--- src/rtl/core/tcw_pkg.sv ---
// Shared types, constants and helpers for the text console writer.
// Used by every module of the block but tcw_ram; depends on nothing else.
package tcw_pkg;

  // Screen geometry
  localparam int COLUMNS    = 80;
  localparam int ROWS       = 25;
  localparam int CELL_COUNT = ROWS * COLUMNS;
  localparam int ROW_W      = $clog2(ROWS);
  localparam int COL_W      = $clog2(COLUMNS);
  localparam int ROW_X      = ROW_W + 1;
  localparam int COL_X      = COL_W + 1;
  localparam int ADDR_W     = $clog2(CELL_COUNT);
  localparam int CELL_W     = 16;

  // Stream word widths
  localparam int S_DATA_W = 24;
  localparam int M_DATA_W = 32;

  // Command queue between front and back
  localparam int Q_DEPTH = 2;
  localparam int QPTR_W  = $clog2(Q_DEPTH);

  // Character codes
  localparam logic [7:0] CH_NEWLINE  = 8'd10;
  localparam logic [7:0] CH_RETURN   = 8'd13;
  localparam logic [7:0] CH_TAB      = 8'd9;
  localparam logic [7:0] CH_BLANK    = 8'h20;
  localparam logic [7:0] RESET_COLOR = 8'h07;

  // Operation codes on the input tuser
  localparam logic OP_PUT  = 1'b0;
  localparam logic OP_READ = 1'b1;

  // Command kinds after classification
  localparam logic [2:0] K_PUT     = 3'd0;
  localparam logic [2:0] K_NEWLINE = 3'd1;
  localparam logic [2:0] K_RETURN  = 3'd2;
  localparam logic [2:0] K_TAB     = 3'd3;
  localparam logic [2:0] K_READ    = 3'd4;

  typedef struct packed {
    logic [2:0]       kind;
    logic [7:0]       char_code;
    logic             read_ok;
    logic [ROW_W-1:0] rd_row;
    logic [COL_W-1:0] rd_col;
  } cmd_t;

  // Back to front status
  typedef struct packed {
    logic pop;
    logic init_busy;
  } back_stat_t;

  // Physical row of a logical row, given the row that is on top of the screen
  function automatic logic [ROW_W-1:0] phys_row(input logic [ROW_W-1:0] top,
                                                input logic [ROW_W-1:0] row);
    logic [ROW_X-1:0] s;
    s = {1'b0, top} + {1'b0, row};
    if (s >= ROW_X'(ROWS)) s = s - ROW_X'(ROWS);
    return s[ROW_W-1:0];
  endfunction

  function automatic logic [ADDR_W-1:0] cell_addr(input logic [ROW_W-1:0] prow,
                                                  input logic [COL_W-1:0] col);
    return ADDR_W'(prow) * ADDR_W'(COLUMNS) + ADDR_W'(col);
  endfunction

endpackage

--- src/rtl/core/tcw_front.sv ---
// Front end: accepts input words, classifies them and queues commands.
// Depends on tcw_pkg.
module tcw_front (
  input  logic                          clk,
  input  logic                          rst,
  input  logic                          s_tvalid,
  output logic                          s_tready,
  input  logic [tcw_pkg::S_DATA_W-1:0]  s_tdata,
  input  logic                          s_tuser,
  input  tcw_pkg::back_stat_t           stat,
  output logic                          q_valid,
  output tcw_pkg::cmd_t                 q_cmd
);
  import tcw_pkg::*;

  cmd_t              q [Q_DEPTH];
  logic [QPTR_W-1:0] wr_ptr;
  logic [QPTR_W-1:0] rd_ptr;
  logic [QPTR_W:0]   count;
  cmd_t              cmd_in;
  logic              push;
  logic [15:0]       rrow_w;
  logic [15:0]       rcol_w;

  // classify the incoming word
  always_comb begin
    rrow_w = 16'(s_tdata[12:8]);
    rcol_w = 16'(s_tdata[19:13]);
    cmd_in.char_code = s_tdata[7:0];
    cmd_in.read_ok   = (rrow_w < 16'(ROWS)) && (rcol_w < 16'(COLUMNS));
    cmd_in.rd_row    = rrow_w[ROW_W-1:0];
    cmd_in.rd_col    = rcol_w[COL_W-1:0];
    if (s_tuser == OP_READ)               cmd_in.kind = K_READ;
    else if (s_tdata[7:0] == CH_NEWLINE)  cmd_in.kind = K_NEWLINE;
    else if (s_tdata[7:0] == CH_RETURN)   cmd_in.kind = K_RETURN;
    else if (s_tdata[7:0] == CH_TAB)      cmd_in.kind = K_TAB;
    else                                  cmd_in.kind = K_PUT;
  end

  assign s_tready = (count != (QPTR_W+1)'(Q_DEPTH)) && !stat.init_busy;
  assign push     = s_tvalid && s_tready;
  assign q_valid  = (count != '0);
  assign q_cmd    = q[rd_ptr];

  // queue storage
  always_ff @(posedge clk) begin
    if (push) q[wr_ptr] <= cmd_in;
  end

  // queue pointers
  always_ff @(posedge clk) begin
    if (rst) begin
      wr_ptr <= '0;
      rd_ptr <= '0;
      count  <= '0;
    end else begin
      if (push) wr_ptr <= wr_ptr + 1'b1;
      if (stat.pop) rd_ptr <= rd_ptr + 1'b1;
      if (push && !stat.pop)      count <= count + 1'b1;
      else if (!push && stat.pop) count <= count - 1'b1;
    end
  end

endmodule

--- config.mk ---
export PLATFORM = sky130hd
export DESIGN_NAME = tcw_front
export DESIGN_NICKNAME = d
export VERILOG_FILES = /design/src/rtl/core/tcw_pkg.sv /design/src/rtl/core/tcw_front.sv
export SDC_FILE = /design/constraint.sdc
export NUM_CORES = 1
export LEC_CHECK = 0
export ABC_AREA = 1
export BUFFER_PORTS_ARGS = -buffer_cell sky130_fd_sc_hd__buf_2
export CAP_MARGIN = 10
export CORE_MARGIN = 10
export CORE_UTILIZATION = 58
export CTS_BUF_LIST = sky130_fd_sc_hd__clkbuf_8
export CTS_CLUSTER_DIAMETER = 60
export CTS_CLUSTER_SIZE = 24
export DETAILED_ROUTE_END_ITERATION = 6
export PLACE_DENSITY = 0.91
export SYNTH_ARGS = -nofsm -noshare
export SYNTH_HDL_FRONTEND = slang
export SYNTH_SLANG_ARGS = --single-unit
--- constraint.sdc ---
create_clock -name clk -period 5.75 [get_ports clk]
set_input_delay 0.2875 -clock clk [delete_from_list [all_inputs] [get_ports clk]]
set_output_delay 0.2875 -clock clk [all_outputs]
set_load 0.005 [all_outputs]
Word-level counts from Yosys, hierarchy flattened
Memory sizes are Yosys's and may differ from the RTL's. A register that Yosys moved wholly into a read port is not among the register bits.
Index checks and enable logic that the tools add are counted.
- flip-flop bits (word level): 4
- bits in writable memories: 48
- bits of input ports: 30
- output and inout bits: 26
- word-level logic and storage cells: 34
- memories: 1
- add/sub/neg operators: 4
- magnitude comparators: 2
- equal/unequal tests: 4
- multiplexer cells: 10
- reductions and logical operators: 10
- memory list (memory ; depth ; width ; rd ports ; clocked after memory_dff ; wr ports ; RTL line ; RTL):
    q ; 2 ; 24 ; 1 ; 1 ; 1 ; tcw_front.sv:16 ; cmd_t q [Q_DEPTH];
- operator list (operator ; count):
    $eq 8x4->1 const B ; 3
    $mux 2 ; 5
    $lt 7x7->1 const B ; 1
    $logic_and 1x1->1 ; 5
    $lt 5x5->1 const B ; 1
    $mux 1 ; 4
    $reduce_bool 2->1 ; 2
    $logic_not 1->1 ; 3
    $mux 3 ; 1
    $add 1x1->1 const B ; 2
    $add 2x1->2 const B ; 1
    $ne 2x2->1 const B ; 1
    $sub 2x1->2 const B ; 1

Depth between registers and ports, before layout
Gate-level depths: netlist (run 1).
- depth in word-level cells: 7
- depth in mapped cells: 11
- mapped depth without buffers: 11

Worst setup path before layout (run 1)
No wires, ideal clock.
- kind: reg2reg
- from: register count[0]
- to: memory q[0][0] in the netlist's numbering (enable)
- setup time: 0.405 ns
- data arrival time: 1.595 ns
- required time: 5.345 ns
- path slack: 3.751 ns
- cell stages (with the launch flop): 5
- buffers on the path: 0
- period minus slack after synthesis: 1.999 ns
- cell sequence: dfxtp_1 > inv_1 > nand2_1 > nand3_1 > nor2_1
- word-level cells in the longest chain between the ends: 5
- ends and longest elaborated chain (element ; RTL line ; RTL):
    start, declared ; tcw_front.sv:19 ; logic [QPTR_W:0] count;
    start signal, assigned ; tcw_front.sv:59 ; if (push && !stat.pop) count <= count + 1'b1;
    start signal, assigned ; tcw_front.sv:60 ; else if (!push && stat.pop) count <= count - 1'b1;
    $ne 2x2->1 ; tcw_front.sv:40 ; assign s_tready = (count != (QPTR_W+1)'(Q_DEPTH)) && !stat.init_busy;
    $logic_and 1x1->1 ; tcw_front.sv:40 ;
    $logic_and 1x1->1 ; tcw_front.sv:41 ; assign push = s_tvalid && s_tready;
    $mux 1 ; tcw_front.sv:47 ; if (push) q[wr_ptr] <= cmd_in;
    $mux 1 (implied by the code) ; tcw_front.sv:47 ;
    end, declared ; tcw_front.sv:16 ;
No other way between the ends.

==> results of run 1 <==
==> power groups by stage <==
| stage | Clock (mW) | Sequential, mW | Combinational [mW] |
|---|---|---|---|
| after floorplan | 0 | 0.453 | 0.0657 |
| after global placement | 0 | 0.453 | 0.0946 |
| after detailed placement | 0 | 0.454 | 0.0994 |
| after CTS | 0.285 | 0.446 | 0.0997 |
| after global routing | 0.302 | 0.447 | 0.110 |
| final | 0.280 | 0.445 | 0.0992 |
==> routing by layer <==
metal / vias to the layer above / global-route usage (%)
li1: 570 / -
met1: 561 / 12.52
met2: 33 / 20.38
met3: 2 / 4.084
met4: 0 / 2.595
met5: - / 0
==> sequential cells by signal (all words and copies together), names as in the netlist, named ones only <==
name,flops
q,48
count,2
wr_ptr,1
rd_ptr,1
==> metrics by stage <==
step	utilization [%]	power (mW)
3_5_place_dp	66.94	0.5538
3_3_place_gp	66.94	0.5475
4_1_cts	70.63	0.8307
2_1_floorplan	-	0.5183
6_report	71.04	0.8243
5_1_grt	71.04	0.8587
==> cell usage after synthesis <==
master | number | area (sq um)
sky130_fd_sc_hd__buf_12 | 2 | 40.04
sky130_fd_sc_hd__nand3b_1 | 1 | 7.510
sky130_fd_sc_hd__mux2_4 | 20 | 300.3
sky130_fd_sc_hd__inv_1 | 13 | 48.80
sky130_fd_sc_hd__o21ai_0 | 2 | 10.01
sky130_fd_sc_hd__nand2_1 | 10 | 37.54
sky130_fd_sc_hd__dfxtp_1 | 5 | 100.1
sky130_fd_sc_hd__xnor2_1 | 2 | 17.52
sky130_fd_sc_hd__nor2_1 | 8 | 30.03
sky130_fd_sc_hd__edfxtp_1 | 48 | 1441
sky130_fd_sc_hd__nand3_1 | 2 | 10.01
sky130_fd_sc_hd__buf_6 | 1 | 11.26
sky130_fd_sc_hd__mux2_2 | 4 | 45.04
sky130_fd_sc_hd__ha_1 | 1 | 12.51
sky130_fd_sc_hd__a21oi_1 | 2 | 10.01
sky130_fd_sc_hd__o21a_1 | 1 | 7.510
sky130_fd_sc_hd__nand4_1 | 3 | 18.77
sky130_fd_sc_hd__nor3_1 | 2 | 10.01
==> worst paths after layout <==
kind / from / endpoint / slack [ns]
setup / recovery: flip-flop / q_cmd[5] / 3.96
hold / removal: s_tdata[14] / q[1][1]$_DFFE_PP_ / 0.18
setup reg to reg: count[0]$_SDFFE_PP0P_ / q[1][22]$_DFFE_PP_ / 4.05
hold reg to reg: rd_ptr$_SDFFE_PP0P_ / flip-flop / 0.53
==> cell type report <==
class	count	area [sq um]	share of cell area [%]
Clock inverter	3	65.06	2.521
Multi-Input combinational cell	58	519.2	20.12
Inverter	13	48.80	1.890
Tap cell	48	60.06	2.327
Timing Repair Buffer	53	277.8	10.76
Clock buffer	5	68.82	2.666
Sequential cell	53	1541	59.72
==> critical path, stage by stage (launching register included) <==
cell,delay (ns)
sky130_fd_sc_hd__dfxtp_1,0.32
sky130_fd_sc_hd__buf_4,0.37
sky130_fd_sc_hd__mux2_2,0.39
sky130_fd_sc_hd__buf_2,0.13
==> logic make-up after synthesis <==
group | Yosys count | share of synthesized area [%]
compound gates | 5 | 1.276
xor+xnor | 2 | 0.8117
fa+ha+maj | 1 | 0.5796
buf+inv | 16 | 4.638
flops | 53 | 71.42
mux | 24 | 16.00
simple gates | 26 | 5.276
==> impl_metrics.tcl, run 1 <==
set metrics [dict create \
    cellPowerDensity_nw_per_um2 319.3 \
    path_max_fanout 24 \
    worst_slew_margin_rel_pct 35.67 \
    route.layer.met1.wl_microns 1466 \
    met2_wirelength_microns 1969 \
    final_std_cells_w_o_fill 233 \
    yosys_warnings 0 \
    worstHoldPathType "in -> reg" \
    gpl.final_weighted_congestion 0.6971 \
    floorplan.rows 22 \
    worstHoldPathCells 1 \
    cap_violations 0 \
    clock_latency_ns 0.29 \
    path_clk_slew_ns 0.09 \
    postSynthRegisterBits 53 \
    globalRouteTotalUtil_pct 11.33 \
    filler_cell_count 248 \
    fin_worst_hold_slack_ns 0.1849 \
    cp_startpoint_kind "flip-flop" \
    worst_setup_timing_slack_at_the_placement_stage_ns 3.759 \
    post_cts_resize_count 0 \
    p_sw_share_pct 19.48 \
    timing_worst_slew_pin_value_ns 0.9638 \
    design.final.nets 215 \
    setup_slack_ns 3.964 \
    postSynthAreaPerCell_sq_um 16.99 \
    routed_wl_met3_microns 258 \
    setup_viol 0 \
    share_clk_of_total_power_pct 34.0 \
    period_minus_slack_ns 1.786 \
    dpl_cell_area_sq_um 2432 \
    grt_first_pass_wirelength_microns 5768 \
    via_count_of_the_first_global_routing_pass 1223 \
    timing.critical_path.required_ns 5.46 \
    htreeDepth 2 \
    average_wire_per_standard_cell_microns 15.89 \
    estimated_wirelength_of_the_detail_placed_design_microns 2708 \
    slew_violations 0 \
    routed_wl_microns 3703 \
    synthToLayoutAreaGrowth_pct 19.59 \
    global_route.overflow_total 0 \
    cts.hold.buffers_added 0 \
    worstRegToRegCells 4 \
    cts_buffers 5 \
    power.share.combinational_pct 12.0 \
    setup_total_negative_slack_ns 0 \
    final_cell_area_sq_um 2581 \
    hold_violations 0 \
    placeableCoreArea_sq_um 3633 \
    dr_total_vias 1166 \
    number_of_antenna_violations_at_the_first_check_in_global_routing 0 \
    cts-root-to-sink-buffers 2 \
    sequential_power_share_pct 54.0 \
    port_buffers 51 \
    post_cts_buffers 0 \
    mostFrequentLayoutCells "sky130_fd_sc_hd__buf_2, sky130_fd_sc_hd__edfxtp_1, sky130_fd_sc_hd__mux2_4" \
    layout-drive-gt1-share_pct 46.49 \
    critPathArrivalTime_ns 1.50 \
    timing.setup.critical_path_class "reg -> out" \
    ys_types 18 \
    most_common_cell_after_layout_fill_and_taps_aside "sky130_fd_sc_hd__buf_2" \
    synth_seq_area_share_pct 71.42 \
    tritoncts_num_sinks 53 \
    rsz0062_at_grt "no" \
    top_layer_used "met4" \
    synthesis.instances 127 \
    initial_utilization_pct 59.40 \
    violation_count_after_the_first_detailed_routing_iteration 86 \
    maximum_number_of_pins_on_one_net_before_global_route_repair 25 \
    syn_area_sq_um 2158 \
    power_leakage_nw 1.057 \
    postRouteAntennaNets 0 \
    cts_tree "done" \
    outcome "finished, final reports clean" \
    internal_power_mw 0.6637 \
    die-width_microns 81 \
    power.ir.vdd_worst_v 0.0001903 \
    clock_skew_ns 0.006643 \
    power.switching_mw 0.1606 \
    n_antenna_cell 0 \
    ctsRootBufferMaster "sky130_fd_sc_hd__clkbuf_8" \
    detail_route.vias_per_cell 5.004 \
    max_freq_mhz 559.8 \
    die_area_sq_um 6561 \
    drt_pre_antenna_iters 4 \
    post-place-cells 224 \
    io_pins 56 \
    detail_route.drc_violations 0 \
    die_h_microns 81 \
    layout_worst_path_cycle_share_pct 31.07 \
    crit_path_end_kind "output pin" \
    syn-num-nets 158 \
]
Note: power is estimated with default switching activity, not from simulation.
==> run 2, diff against run 1 <==
- CORE_UTILIZATION: 58 -> 54
- PLACE_DENSITY: 0.91 -> 0.86
- clock period: 5.75 -> 1.86 ns (I/O delays scaled with it)
==> impl_metrics.tcl, run 2 (synthesis gave the netlist of run 1 again) <==
set metrics [dict create \
    cts_tree "done" \
    cap_violations 0 \
    path_clk_slew_ns 0.08 \
    path_delay_family "simple AND/OR/NAND/NOR gates" \
    registers.top_by_ff_count "q" \
    number_of_antenna_violations_at_the_first_check_in_global_routing 0 \
    dr_total_vias 1255 \
    drt_pre_antenna_iters 4 \
    tritoncts_num_sinks 53 \
    slew_violations 0 \
    n_antenna_cell 0 \
    timing.setup.critical_path_class "reg -> reg" \
    cp_cell_sequence "inv_1 > nand2_1 > nand3_1 > inv_1 > ha_1 > inv_1 > nand3_1 > nand2_1 > inv_1 > nor2_1" \
    floorplan.rows 22 \
    power_leakage_nw 1.100 \
    hold_violations 0 \
    reg2reg_to "count[1]$_SDFFE_PP0P_" \
    grt_first_pass_wirelength_microns 6706 \
    cellPowerDensity_nw_per_um2 862.2 \
    setup_total_negative_slack_ns 0 \
    reg2reg_setup_slack_ns 0.37 \
    hold_path.startpoint "rst" \
    worstHoldPathCells 2 \
    setup_viol 0 \
    path_max_fanout 6 \
    reg_top3 "q (48), count (2)" \
    worst_r2r_src "count[0]$_SDFFE_PP0P_" \
    gpl.final_weighted_congestion 0.7368 \
    cp_num_buf_inv 4 \
    port_buffers 51 \
    cp_startpoint_kind "flip-flop" \
    violation_count_after_the_first_detailed_routing_iteration 33 \
    die_h_microns 83.22 \
    via_count_of_the_first_global_routing_pass 1394 \
    estimated_wirelength_of_the_detail_placed_design_microns 3051 \
    layout-drive-gt1-share_pct 43.50 \
    globalRouteTotalUtil_pct 11.69 \
    cts-root-to-sink-buffers 2 \
    synthToLayoutAreaGrowth_pct 23.54 \
    outcome "finished, final reports clean" \
    worst_slew_margin_rel_pct 78.08 \
    cts_buffers 5 \
    crit_slowest_cell "sky130_fd_sc_hd__dfxtp_1" \
    ctsRootBufferMaster "sky130_fd_sc_hd__clkbuf_8" \
    power.ir.vdd_worst_v 0.0005106 \
    max_freq_mhz 672.5 \
    post-place-cells 228 \
    placeableCoreArea_sq_um 3771 \
    initial_utilization_pct 57.23 \
    clock_latency_ns 0.29 \
    postRouteAntennaNets 0 \
    post_cts_buffers 0 \
    die-width_microns 83.22 \
    layout_worst_path_cycle_share_pct 79.94 \
    io_pins 56 \
    most_common_cell_after_layout_fill_and_taps_aside "sky130_fd_sc_hd__buf_2" \
    cts.hold.buffers_added 10 \
    timing_worst_slew_pin_value_ns 0.3288 \
    detail_route.vias_per_cell 5.060 \
    largest_register_ffs 48 \
    routed_wl_microns 4121 \
    final_std_cells_w_o_fill 248 \
    rsz0062_at_grt "no" \
    post_cts_resize_count 0 \
    worstRegToRegCells 10 \
    crit_path_max_incr_delay_ns 0.32 \
    design.final.nets 230 \
    maximum_number_of_pins_on_one_net_before_global_route_repair 25 \
    mostFrequentLayoutCells "sky130_fd_sc_hd__buf_2, sky130_fd_sc_hd__edfxtp_1, sky130_fd_sc_hd__mux2_4" \
    critPathArrivalTime_ns 1.72 \
    worstHoldPathType "in -> reg" \
    timing.critical_path.required_ns 2.09 \
    clock_skew_ns 0.006698 \
    htreeDepth 2 \
    fin_worst_hold_slack_ns 0.008781 \
    detail_route.drc_violations 0 \
    global_route.overflow_total 0 \
    die_area_sq_um 6926 \
    average_wire_per_standard_cell_microns 16.62 \
    period_minus_slack_ns 1.487 \
    critical_path.most_common_cell "sky130_fd_sc_hd__inv_1" \
    crit_path_end_kind "flip-flop" \
    filler_cell_count 269 \
]
==> run 2: cell types whose count changed in the layout (fill, tap and decap cells not counted), sizes merged <==
cell,before,now
dlygate4sd3,0,12
clkinv,1,0
clkinvlp,0,1
inv,13,15
buf,53,56
bufinv,2,0
==> run 2: worst register-to-register path: cells and delay by family (launching register included) <==
kind | cells | cell delay [ns]
and+or+nand+nor | 5 | 0.47
DFF | 1 | 0.32
adders and majority gates | 1 | 0.31
buffers and inverters | 4 | 0.35
==> run 2: where the power goes <==
part | total (mW) | switching (mW) | leakage, nW | internal [mW]
Clock | 0.589 | 0.334 | 0.0467 | 0.256
Combinational | 0.331 | 0.152 | 0.576 | 0.179
Sequential | 1.38 | 0.0204 | 0.477 | 1.36
==> run 2: metal layers <==
| metal | GRT usage (%) | vias up | part of all wire [%] |
|---|---|---|---|
| met2 | 22.63 | 43 | 55 |
| met4 | 1.846 | 0 | 0.46 |
| met5 | 0 | - | 0 |
| li1 | - | 599 | - |
| met1 | 12.25 | 610 | 39 |
| met3 | 3.223 | 3 | 5.3 |
==> run 2: cell type report <==
class | count | area, sq um | share of cell area, %
clock buffers | 5 | 68.82 | 2.581
multi-input cells | 58 | 519.2 | 19.47
inverters | 13 | 48.80 | 1.830
clock inverters | 3 | 15.01 | 0.5631
well taps | 48 | 60.06 | 2.252
repair buffers | 68 | 412.9 | 15.49
flip-flops and latches | 53 | 1541 | 57.81
==> run 2: how the worst max path moves through the flow <==
stage,cells after the start,from,slack (ns),end
2_1_floorplan,4,count[0]$_SDFFE_PP0P_,0.24,q[0][0]$_DFFE_PP_
3_3_place_gp,10,count[0]$_SDFFE_PP0P_,0.54,count[1]$_SDFFE_PP0P_
3_5_place_dp,10,count[0]$_SDFFE_PP0P_,0.39,count[1]$_SDFFE_PP0P_
4_1_cts,10,count[0]$_SDFFE_PP0P_,0.36,count[1]$_SDFFE_PP0P_
5_1_grt,10,count[0]$_SDFFE_PP0P_,0.15,count[1]$_SDFFE_PP0P_
6_report,10,count[0]$_SDFFE_PP0P_,0.37,count[1]$_SDFFE_PP0P_
==> run 2: metrics by stage <==
stage	power [mW]	instance area [sq um]	utilization (%)	setup slack, ns
after floorplan	1.603	2161	-	0.2438
after global placement	1.702	2462	65.30	0.5383
after detailed placement	1.723	2462	65.30	0.3895
after CTS	2.317	2646	70.17	0.3650
after global routing	2.400	2666	70.70	0.1489
final	2.299	2666	70.70	0.3731
